## src/design/group_min_sum_sorted_report_unit_assert.svh

```systemverilog
// ----------------------------------------------------------------------------
// group_min_sum_sorted_report_unit_assert.svh
// assertion macros shared by the group aggregate block
// ----------------------------------------------------------------------------
`ifndef GROUP_MIN_SUM_SORTED_REPORT_UNIT_ASSERT_SVH
`define GROUP_MIN_SUM_SORTED_REPORT_UNIT_ASSERT_SVH

// same-cycle implication under reset
`define GMSR_ASSERT_NOW(lbl, ante, cons, msg) \
  lbl: assert property (@(posedge clk) disable iff (!rst_n) (ante) |-> (cons)) \
    else $error(msg);

// next-cycle implication under reset
`define GMSR_ASSERT_NEXT(lbl, ante, cons, msg) \
  lbl: assert property (@(posedge clk) disable iff (!rst_n) (ante) |=> (cons)) \
    else $error(msg);

`endif

```

## src/design/gmsr_pkg.sv

```systemverilog
// ----------------------------------------------------------------------------
// gmsr_pkg
// shared types and constants for the group aggregate and sorted report block
// ----------------------------------------------------------------------------
package gmsr_pkg;

  localparam int KEY_HI_W = 64;
  localparam int KEY_LO_W = 40;
  localparam int VAL_W    = 24;
  localparam int TOT_W    = 30;
  localparam int CNT_W    = 5;
  localparam int ORD_W    = TOT_W + KEY_HI_W + KEY_LO_W;
  localparam logic [TOT_W-1:0] TOT_MAX = '1;

  // one table entry
  typedef struct packed {
    logic [KEY_HI_W-1:0] kh;
    logic [KEY_LO_W-1:0] kl;
    logic [VAL_W-1:0]    mn;
    logic [TOT_W-1:0]    tot;
  } entry_t;

  // controller to datapath commands
  typedef struct packed {
    logic cap_in;
    logic rd_en;
    logic wr_upd;
    logic wr_new;
    logic scan_start;
    logic scan_chk;
    logic load_out;
    logic report_clr;
  } cmd_t;

  // datapath to controller status
  typedef struct packed {
    logic match;
  } sts_t;

  typedef enum logic [2:0] {
    S_IDLE,
    S_SEARCH,
    S_UPDATE,
    S_INSERT,
    S_SCAN,
    S_EMIT
  } state_t;

  // report order: ascending total, then ascending key
  function automatic logic [ORD_W-1:0] order_key(entry_t e);
    return {e.tot, e.kh, e.kl};
  endfunction

endpackage

```

## src/design/group_min_sum_sorted_report_unit.sv

```systemverilog
// ----------------------------------------------------------------------------
// group_min_sum_sorted_report_unit
// group-by aggregate of minimum and saturating sum with a sorted report
// ----------------------------------------------------------------------------
// Records enter on the in_ stream: key and value in in_tdata, in_tlast marks
// the final record of a batch. Each record is matched against the group
// table one entry per cycle through the table's single read port, up to the
// first match, then written back in an update or insert step before the next
// record is taken. A record whose key is new opens a group; when the
// table is full it is dropped and the overflow flag is set.
// After the record marked in_tlast is absorbed, one result per group leaves
// on the out_ stream in ascending sum order, equal sums by ascending key.
// Each result is found by a full scan of the table and offered from the
// output register; the next scan starts once the receiver has taken it.
// out_tlast marks the final group; the table then empties for the next batch.
// No record is taken while a report runs. A stalled receiver holds the
// current result steady in the output register. Reset empties the table and
// clears the overflow flag; stored entries need no clearing.
// ----------------------------------------------------------------------------
module group_min_sum_sorted_report_unit #(
  parameter int MAX_GROUPS = 16,
  parameter int VALUE_BITS = 24
) (
  input  logic         clk,
  input  logic         rst_n,
  input  logic         in_tvalid,
  output logic         in_tready,
  input  logic [127:0] in_tdata,   // key_high[63:0], key_low[103:64], item_value[127:104]
  input  logic         in_tlast,
  output logic         out_tvalid,
  input  logic         out_tready,
  output logic [167:0] out_tdata,  // out_key_high[63:0], out_key_low[103:64],
                                   // smallest_value[127:104], value_total[157:128],
                                   // group_count[162:158], zero fill above
  output logic         out_tuser,  // table_overflow
  output logic         out_tlast
);
  import gmsr_pkg::*;

  localparam int IW = (MAX_GROUPS > 1) ? $clog2(MAX_GROUPS) : 1;
  localparam int CW = $clog2(MAX_GROUPS + 1);

  cmd_t              cmd;
  sts_t              sts;
  logic [IW-1:0]     rd_addr;
  logic [IW-1:0]     wr_addr;
  logic [CNT_W-1:0]  group_count;
  logic              overflow;
  logic              last_group;
  entry_t            out_ent;

  // sequencer
  gmsr_ctrl #(
    .MAX_GROUPS (MAX_GROUPS),
    .IW         (IW),
    .CW         (CW)
  ) u_ctrl (
    .clk         (clk),
    .rst_n       (rst_n),
    .in_tvalid   (in_tvalid),
    .in_tready   (in_tready),
    .in_tlast    (in_tlast),
    .out_tvalid  (out_tvalid),
    .out_tready  (out_tready),
    .cmd         (cmd),
    .sts         (sts),
    .rd_addr     (rd_addr),
    .wr_addr     (wr_addr),
    .group_count (group_count),
    .overflow    (overflow),
    .last_group  (last_group)
  );

  // table and compare datapath
  gmsr_dpath #(
    .MAX_GROUPS (MAX_GROUPS),
    .VALUE_BITS (VALUE_BITS),
    .IW         (IW)
  ) u_dpath (
    .clk     (clk),
    .rst_n   (rst_n),
    .cmd     (cmd),
    .sts     (sts),
    .rd_addr (rd_addr),
    .wr_addr (wr_addr),
    .in_kh   (in_tdata[63:0]),
    .in_kl   (in_tdata[103:64]),
    .in_val  (in_tdata[127:104]),
    .out_ent (out_ent)
  );

  // result packing
  assign out_tdata = {5'b0, group_count, out_ent.tot, out_ent.mn, out_ent.kl, out_ent.kh};
  assign out_tuser = overflow;
  assign out_tlast = last_group;

  `include "group_min_sum_sorted_report_unit_assert.svh"

  `GMSR_ASSERT_NOW(a_one_side, in_tready, !out_tvalid, "input open while result held")
  `GMSR_ASSERT_NEXT(a_end_idle, out_tvalid && out_tready && out_tlast, in_tready,
    "not idle after final result")
  `GMSR_ASSERT_NOW(a_one_write, cmd.wr_upd, !cmd.wr_new, "update and insert together")

endmodule

```

## src/design/gmsr_dpath.sv

```systemverilog
// ----------------------------------------------------------------------------
// gmsr_dpath
// group table memory, key compare, min/sum update and report selection
// ----------------------------------------------------------------------------
module gmsr_dpath #(
  parameter int MAX_GROUPS = 16,
  parameter int VALUE_BITS = 24,
  parameter int IW = 4
) (
  input  logic                              clk,
  input  logic                              rst_n,
  input  gmsr_pkg::cmd_t                    cmd,
  output gmsr_pkg::sts_t                    sts,
  input  logic [IW-1:0]                     rd_addr,
  input  logic [IW-1:0]                     wr_addr,
  input  logic [gmsr_pkg::KEY_HI_W-1:0]     in_kh,
  input  logic [gmsr_pkg::KEY_LO_W-1:0]     in_kl,
  input  logic [gmsr_pkg::VAL_W-1:0]        in_val,
  output gmsr_pkg::entry_t                  out_ent
);
  import gmsr_pkg::*;

  localparam int VW = (VALUE_BITS < VAL_W) ? VALUE_BITS : VAL_W;
  localparam logic [VAL_W-1:0] VMASK = {VAL_W{1'b1}} >> (VAL_W - VW);

  entry_t              mem [MAX_GROUPS];
  entry_t              rd_q_r;
  logic [KEY_HI_W-1:0] kh_r;
  logic [KEY_LO_W-1:0] kl_r;
  logic [VAL_W-1:0]    v_r;
  entry_t              best_r;
  logic                best_v_r;
  entry_t              last_r;
  logic                have_last_r;
  entry_t              out_r;
  entry_t              upd_ent;
  entry_t              new_ent;
  entry_t              wdata;
  entry_t              sel_ent;
  logic [TOT_W:0]      sum;
  logic                take;

  // captured record
  always_ff @(posedge clk) begin
    if (cmd.cap_in) begin
      kh_r <= in_kh;
      kl_r <= in_kl;
      v_r  <= in_val & VMASK;
    end
  end

  // key match against the entry just read
  assign sts.match = (rd_q_r.kh == kh_r) && (rd_q_r.kl == kl_r);

  // entry update and new entry
  always_comb begin
    sum        = {1'b0, rd_q_r.tot} + (TOT_W+1)'(v_r);
    upd_ent.kh = rd_q_r.kh;
    upd_ent.kl = rd_q_r.kl;
    upd_ent.mn = (v_r < rd_q_r.mn) ? v_r : rd_q_r.mn;
    upd_ent.tot = sum[TOT_W] ? TOT_MAX : sum[TOT_W-1:0];
    new_ent.kh = kh_r;
    new_ent.kl = kl_r;
    new_ent.mn = v_r;
    new_ent.tot = TOT_W'(v_r);
    wdata      = cmd.wr_upd ? upd_ent : new_ent;
  end

  // table memory, one write and one registered read port
  always_ff @(posedge clk) begin
    if (cmd.wr_upd || cmd.wr_new) begin
      mem[wr_addr] <= wdata;
    end
    if (cmd.rd_en) begin
      rd_q_r <= mem[rd_addr];
    end
  end

  // smallest entry above the last one reported
  assign take = cmd.scan_chk
              && (!have_last_r || (order_key(rd_q_r) > order_key(last_r)))
              && (!best_v_r || (order_key(rd_q_r) < order_key(best_r)));
  assign sel_ent = take ? rd_q_r : best_r;

  always_ff @(posedge clk) begin
    if (!rst_n) begin
      best_v_r    <= 1'b0;
      have_last_r <= 1'b0;
    end else begin
      if (cmd.scan_start) begin
        best_v_r <= 1'b0;
      end else if (take) begin
        best_v_r <= 1'b1;
      end
      if (cmd.report_clr) begin
        have_last_r <= 1'b0;
      end else if (cmd.load_out) begin
        have_last_r <= 1'b1;
      end
    end
  end

  always_ff @(posedge clk) begin
    if (take) begin
      best_r <= rd_q_r;
    end
    if (cmd.load_out) begin
      last_r <= sel_ent;
      out_r  <= sel_ent;
    end
  end

  assign out_ent = out_r;

endmodule

```

## src/design/gmsr_ctrl.sv

```systemverilog
// ----------------------------------------------------------------------------
// gmsr_ctrl
// sequencer for table search, update, insert and sorted report
// ----------------------------------------------------------------------------
module gmsr_ctrl #(
  parameter int MAX_GROUPS = 16,
  parameter int IW = 4,
  parameter int CW = 5
) (
  input  logic                      clk,
  input  logic                      rst_n,
  input  logic                      in_tvalid,
  output logic                      in_tready,
  input  logic                      in_tlast,
  output logic                      out_tvalid,
  input  logic                      out_tready,
  output gmsr_pkg::cmd_t            cmd,
  input  gmsr_pkg::sts_t            sts,
  output logic [IW-1:0]             rd_addr,
  output logic [IW-1:0]             wr_addr,
  output logic [gmsr_pkg::CNT_W-1:0] group_count,
  output logic                      overflow,
  output logic                      last_group
);
  import gmsr_pkg::*;

  state_t          state_r, state_nxt;
  logic [CW-1:0]   idx_r, idx_nxt;
  logic [IW-1:0]   chk_r, chk_nxt;
  logic            chk_v_r, chk_v_nxt;
  logic [CW-1:0]   used_r, used_nxt;
  logic            ovf_r, ovf_nxt;
  logic            lastp_r, lastp_nxt;
  logic [CW-1:0]   rank_r, rank_nxt;
  logic            chk_end;

  // state and counters
  always_ff @(posedge clk) begin
    if (!rst_n) begin
      state_r <= S_IDLE;
      idx_r   <= '0;
      chk_r   <= '0;
      chk_v_r <= 1'b0;
      used_r  <= '0;
      ovf_r   <= 1'b0;
      lastp_r <= 1'b0;
      rank_r  <= '0;
    end else begin
      state_r <= state_nxt;
      idx_r   <= idx_nxt;
      chk_r   <= chk_nxt;
      chk_v_r <= chk_v_nxt;
      used_r  <= used_nxt;
      ovf_r   <= ovf_nxt;
      lastp_r <= lastp_nxt;
      rank_r  <= rank_nxt;
    end
  end

  assign chk_end = chk_v_r && (CW'(chk_r) == used_r - CW'(1));

  // next state and commands
  always_comb begin
    state_nxt  = state_r;
    idx_nxt    = idx_r;
    chk_nxt    = chk_r;
    chk_v_nxt  = chk_v_r;
    used_nxt   = used_r;
    ovf_nxt    = ovf_r;
    lastp_nxt  = lastp_r;
    rank_nxt   = rank_r;
    cmd        = '0;
    in_tready  = 1'b0;
    out_tvalid = 1'b0;
    rd_addr    = idx_r[IW-1:0];
    wr_addr    = (state_r == S_UPDATE) ? chk_r : used_r[IW-1:0];

    case (state_r)
      S_IDLE: begin
        in_tready = 1'b1;
        if (in_tvalid) begin
          cmd.cap_in = 1'b1;
          lastp_nxt  = in_tlast;
          idx_nxt    = '0;
          chk_v_nxt  = 1'b0;
          state_nxt  = (used_r == '0) ? S_INSERT : S_SEARCH;
        end
      end
      S_SEARCH: begin
        if (chk_v_r && sts.match) begin
          chk_v_nxt = 1'b0;
          state_nxt = S_UPDATE;
        end else if (chk_end) begin
          chk_v_nxt = 1'b0;
          state_nxt = S_INSERT;
        end else if (idx_r < used_r) begin
          cmd.rd_en = 1'b1;
          chk_nxt   = idx_r[IW-1:0];
          chk_v_nxt = 1'b1;
          idx_nxt   = idx_r + CW'(1);
        end else begin
          chk_v_nxt = 1'b0;
        end
      end
      S_UPDATE, S_INSERT: begin
        if (state_r == S_UPDATE) begin
          cmd.wr_upd = 1'b1;
        end else if (used_r == CW'(MAX_GROUPS)) begin
          ovf_nxt = 1'b1;
        end else begin
          cmd.wr_new = 1'b1;
          used_nxt   = used_r + CW'(1);
        end
        if (lastp_r) begin
          cmd.scan_start = 1'b1;
          rank_nxt  = '0;
          idx_nxt   = '0;
          chk_v_nxt = 1'b0;
          state_nxt = S_SCAN;
        end else begin
          state_nxt = S_IDLE;
        end
      end
      S_SCAN: begin
        cmd.scan_chk = chk_v_r;
        if (chk_end) begin
          cmd.load_out = 1'b1;
          chk_v_nxt    = 1'b0;
          state_nxt    = S_EMIT;
        end else if (idx_r < used_r) begin
          cmd.rd_en = 1'b1;
          chk_nxt   = idx_r[IW-1:0];
          chk_v_nxt = 1'b1;
          idx_nxt   = idx_r + CW'(1);
        end else begin
          chk_v_nxt = 1'b0;
        end
      end
      S_EMIT: begin
        out_tvalid = 1'b1;
        if (out_tready) begin
          if (rank_r == used_r - CW'(1)) begin
            cmd.report_clr = 1'b1;
            used_nxt  = '0;
            ovf_nxt   = 1'b0;
            lastp_nxt = 1'b0;
            state_nxt = S_IDLE;
          end else begin
            cmd.scan_start = 1'b1;
            rank_nxt  = rank_r + CW'(1);
            idx_nxt   = '0;
            chk_v_nxt = 1'b0;
            state_nxt = S_SCAN;
          end
        end
      end
      default: begin
        state_nxt = S_IDLE;
      end
    endcase
  end

  // report side fields, steady while a result is held
  assign group_count = CNT_W'(used_r);
  assign overflow    = ovf_r;
  assign last_group  = (rank_r == used_r - CW'(1));

endmodule

```

## config.mk

```make
export PLATFORM = sky130hd
export DESIGN_NAME = group_min_sum_sorted_report_unit
export DESIGN_NICKNAME = d
export VERILOG_FILES = /design/src/design/gmsr_pkg.sv /design/src/design/group_min_sum_sorted_report_unit.sv /design/src/design/gmsr_dpath.sv /design/src/design/gmsr_ctrl.sv
export VERILOG_INCLUDE_DIRS = /design/src /design/src/design
export SDC_FILE = /design/constraint.sdc
export NUM_CORES = 2
export LEC_CHECK = 0
export BUFFER_PORTS_ARGS = -buffer_cell sky130_fd_sc_hd__buf_2
export CAP_MARGIN = 25
export CORE_ASPECT_RATIO = 0.9
export CORE_MARGIN = 1
export CORE_UTILIZATION = 35
export DETAILED_ROUTE_END_ITERATION = 6
export PLACE_DENSITY = 0.55
export SLEW_MARGIN = 10
export SYNTH_ARGS = -nofsm -noshare
export SYNTH_HDL_FRONTEND = slang
export SYNTH_SLANG_ARGS = --single-unit
export TNS_END_PERCENT = 1
```

## constraint.sdc

```tcl
create_clock -name clk -period 16.6 [get_ports clk]
set_input_delay 1.66 -clock clk [delete_from_list [all_inputs] [get_ports clk]]
set_output_delay 1.66 -clock clk [all_outputs]
set_load 0.01 [all_outputs]
```

==> results.cfg <==
[status]
result_of_the_run = finished clean

[power_and_ir_drop]
power.static_leakage_uw = 0.0479
power_per_cell_area_nw_per_um2 = 149
finalPower_uw = 21900
maximum_vdd_drop_v = 0.000125

[worst_setup_path]
timing.critical_path.cells = ha_1, nand4_1, nor4_1, nand3_1, or3_1, a311oi_1, o31ai_1, o211ai_4, buf_4, buf_4, mux2_2
rr_endpoint = u_dpath.last_r[21]
worst_path_top_cell_family_by_delay = simple AND/OR/NAND/NOR gates
r2r_setup_slack_ps = 11070
critical_path_destination = u_dpath.last_r[21]
path_max_fanout = 33
ff2ff_path_depth = 11
worst_ep_arrival_time_ps = 6150
path_buf_inv = 2
timing.critical_path.depth = 11
timing.critical_path.from_type = flop
crit_start = u_dpath.rd_q_r[27]
cpMostUsedCell = sky130_fd_sc_hd__buf_4
worstSetupEndpointType = flop
r2r-start = u_dpath.rd_q_r[27]
critical-path-slowest-cell = sky130_fd_sc_hd__nor4_1
critPathRequiredTime_ps = 17220
timing.setup.critical_path_class = reg -> reg
critical_path.max_stage_delay_ps = 730

[yosys]
synth_most_common_cell = sky130_fd_sc_hd__edfxtp_1
register_bit_total_from_synthesis = 3157
yosys_most_used_dff = sky130_fd_sc_hd__edfxtp_1
synth_largest_area_cell = sky130_fd_sc_hd__edfxtp_1
syn_avg_cell_area_um2 = 20.0
syn-instance-count = 6337
netlist_top_cells_area = sky130_fd_sc_hd__edfxtp_1 (70%), sky130_fd_sc_hd__mux4_2 (14%), sky130_fd_sc_hd__ha_1 (3.2%), sky130_fd_sc_hd__dfxtp_1 (2.9%), sky130_fd_sc_hd__mux2_4 (1.2%)
synthMuxAreaShare = 0.160
synth_xor_xnor_area_share = 0.00640
distinct_cell_type_count_of_the_synthesized_netlist = 84
synth_top_family_by_area = multiplexers
netlist_area_um2 = 127000
ys_top_cells_by_count = sky130_fd_sc_hd__edfxtp_1 (2972), sky130_fd_sc_hd__mux4_2 (790), sky130_fd_sc_hd__nand2_1 (367)
synth_simple_gate_area_frac = 0.0284
yosys.area_share.adder = 0.0319
synth_enable_flop_cells = 2972
top_cell_type_s_share_of_synthesized_area = 0.703
synth_compound_gate_area_share = 0.0226
ys.warnings.count = 0
synth_sequential_area_ratio = 0.733
synth_async_sr_flop_share = 0

[global_route]
initial_antenna_violation_count = 14
first_global_vias = 66100
grt_start_max_net_pins = 118
globalRouteTotalUtil = 0.196
grt-ovfl-total = 0
grt_pass1_wl_um = 511000

[timing]
maximum_operating_frequency_ghz = 0.181
timing.final.max_slew_violations = 0
final_min_period_over_clock_period = 0.333
unrepaired_setup_endpoints_after_global_routing = no
tightestPinTransition_ps = 1090
finalWorstSetupSlack_ps = 11070
finalWorstPathRequiredPeriod_ps = 5530
finalSetupViolCount = 0
final_hold_viol_count = 0
slew_hr = 0.266
setup_total_negative_slack_ps = 0
clock_skew_ps = 86.7

[cts]
cts.clk_slew.worst_paths_ps = 60
tritoncts.num_buffers = 338
ctsLongestPathBuffers = 4
h-tree-depth = 5
worst_skew_pair.late_latency_ps = 950
cts_tree = done
clock_sinks = 3157
cts_root_buffer = sky130_fd_sc_hd__clkbuf_16
setup_repair_bufs_after_cts = 0
ctsHoldBuffers = 0
cts_repair_resize_count = 0

[placed_design]
post_dp_cell_area_um2 = 135000
routabilityCongestion = 0.908
pre_cts_slack_ps = 10890
buffer_ports.inserted = 299
dp_cells = 11300
detailed_place_hpwl_um = 218000

[die]
floorplan.die_area_um2 = 365000
core_rows = 209
coreArea_um2 = 360000
initial_core_util = 0.352
die_h_um = 573
die-width_um = 637
io_pins = 305

[routing]
drt_iter0_drc = 6838
via_per_inst = 5.39
ant_nets = 0
totalWireLength_um = 363000
wire_per_inst_um = 30.3
drt_pre_antenna_iters = 6
vias = 64500
drc_errors = 0

[finish]
syn_to_final_growth_pct = 15.6
final_net_count = 7388
finished_cell_area_um2 = 147000
num-fill-cells = 31800
fin_cells = 12000
drive_above_1_share = 0.278

[min_path]
worstHoldPathType = reg -> reg

[flow_run]
timing.max_cap.violations = 0
==> through the flow <==
step / hold WS (ps) / util
2_1_floorplan: 444 / -
3_3_place_gp: 454 / 0.374
3_5_place_dp: 457 / 0.375
4_1_cts: 472 / 0.406
5_1_grt: 479 / 0.407
6_report: 471 / 0.407
==> power breakdown <==
group          switching, µW  leakage (µW)  internal (µW)  total (µW)
logic                   2440        0.0137           1510        3950
clock network           3170       0.00557           4570        7740
registers                209        0.0287           9960       10200
total                   5820        0.0479          16000       21900
==> how the worst min path moves through the flow <==
stage                         end  slack, ps  cells after the start                from
2_1_floorplan  u_dpath.best_r[39]        440                      1  u_dpath.best_r[39]
3_3_place_gp   u_dpath.best_r[52]        450                      1  u_dpath.best_r[52]
3_5_place_dp   u_dpath.best_r[51]        460                      1  u_dpath.best_r[51]
4_1_cts        u_dpath.best_r[49]        470                      1  u_dpath.best_r[49]
5_1_grt        u_dpath.best_r[47]        480                      1  u_dpath.best_r[47]
6_report       u_dpath.best_r[49]        470                      1  u_dpath.best_r[49]
==> metal layers <==
layer  up-vias  GRT usage  routed length, µm
li1      27000          -                  -
met1     35000      0.261             152000
met2      1967      0.327             178000
met5         -          0                 13
met4         2     0.0730              15200
met3       551     0.0267              18300
==> cells by family (layout without fill, tap and decap cells) <==
kind of cell,after synthesis,after routing
buffers and inverters,585,1462
muxes,977,977
other,1,11
adders and majority gates,323,323
and+or+nand+nor,765,765
DFF,3157,3157
AOI/OAI and AO/OA,438,438
xor gates and xnor gates,91,91
==> sequential cells by signal, summed over array words and instances (netlist names) <==
signal / count
u_dpath.kh_r: 64
u_dpath.last_r: 134
u_ctrl.lastp_r: 1
u_ctrl.chk_v_r: 1
u_dpath.v_r: 24
u_ctrl.overflow: 1
u_dpath.mem: 2528
u_dpath.have_last_r: 1
u_dpath.out_ent: 24
u_dpath.rd_q_r: 158
u_ctrl.idx_r: 5
u_dpath.kl_r: 40
u_ctrl.group_count: 5
u_ctrl.rank_r: 5
u_ctrl.chk_r: 4
u_dpath.best_v_r: 1
u_ctrl.state_r: 3
u_dpath.best_r: 158
==> placed cells by master, fill, tap and decap left out, types with 11 or more instances in the layout <==
cell type,n
sky130_fd_sc_hd__buf_12,12
sky130_fd_sc_hd__clkbuf_1,65
sky130_fd_sc_hd__mux2_2,61
sky130_fd_sc_hd__clkinv_2,63
sky130_fd_sc_hd__mux2_4,100
sky130_fd_sc_hd__nor4_1,25
sky130_fd_sc_hd__mux2i_1,20
sky130_fd_sc_hd__nand2_1,367
sky130_fd_sc_hd__edfxtp_1,2972
sky130_fd_sc_hd__o21ai_0,79
sky130_fd_sc_hd__nor2b_1,35
sky130_fd_sc_hd__a21oi_1,139
sky130_fd_sc_hd__dfxtp_1,181
sky130_fd_sc_hd__xor2_1,30
sky130_fd_sc_hd__inv_1,338
sky130_fd_sc_hd__clkbuf_16,343
sky130_fd_sc_hd__clkinv_8,14
sky130_fd_sc_hd__nand3_1,49
sky130_fd_sc_hd__a221oi_1,11
sky130_fd_sc_hd__nor2_4,17
sky130_fd_sc_hd__nor3_1,23
sky130_fd_sc_hd__nand2b_1,43
sky130_fd_sc_hd__nand4_1,74
sky130_fd_sc_hd__clkinv_1,58
sky130_fd_sc_hd__clkbuf_8,15
sky130_fd_sc_hd__buf_4,174
sky130_fd_sc_hd__a31oi_1,30
sky130_fd_sc_hd__a211oi_1,15
sky130_fd_sc_hd__mux4_2,790
sky130_fd_sc_hd__xnor2_1,59
sky130_fd_sc_hd__nor2_1,76
sky130_fd_sc_hd__bufinv_16,44
sky130_fd_sc_hd__o2111ai_1,13
sky130_fd_sc_hd__a21o_1,36
sky130_fd_sc_hd__buf_2,300
sky130_fd_sc_hd__ha_1,322
==> area by class of cell <==
type | count | area (µm²) | share of cell area
diodes | 6 | 15.0 | 0.000102
well taps | 4747 | 5940 | 0.0405
clock buffers | 423 | 9030 | 0.0616
flip-flops and latches | 3157 | 93000 | 0.634
multi-input cells | 2599 | 31800 | 0.217
repair buffers | 496 | 3200 | 0.0218
inverters | 340 | 1280 | 0.00876
clock inverters | 203 | 2350 | 0.0160
Note: power is estimated with default switching activity, not from simulation.
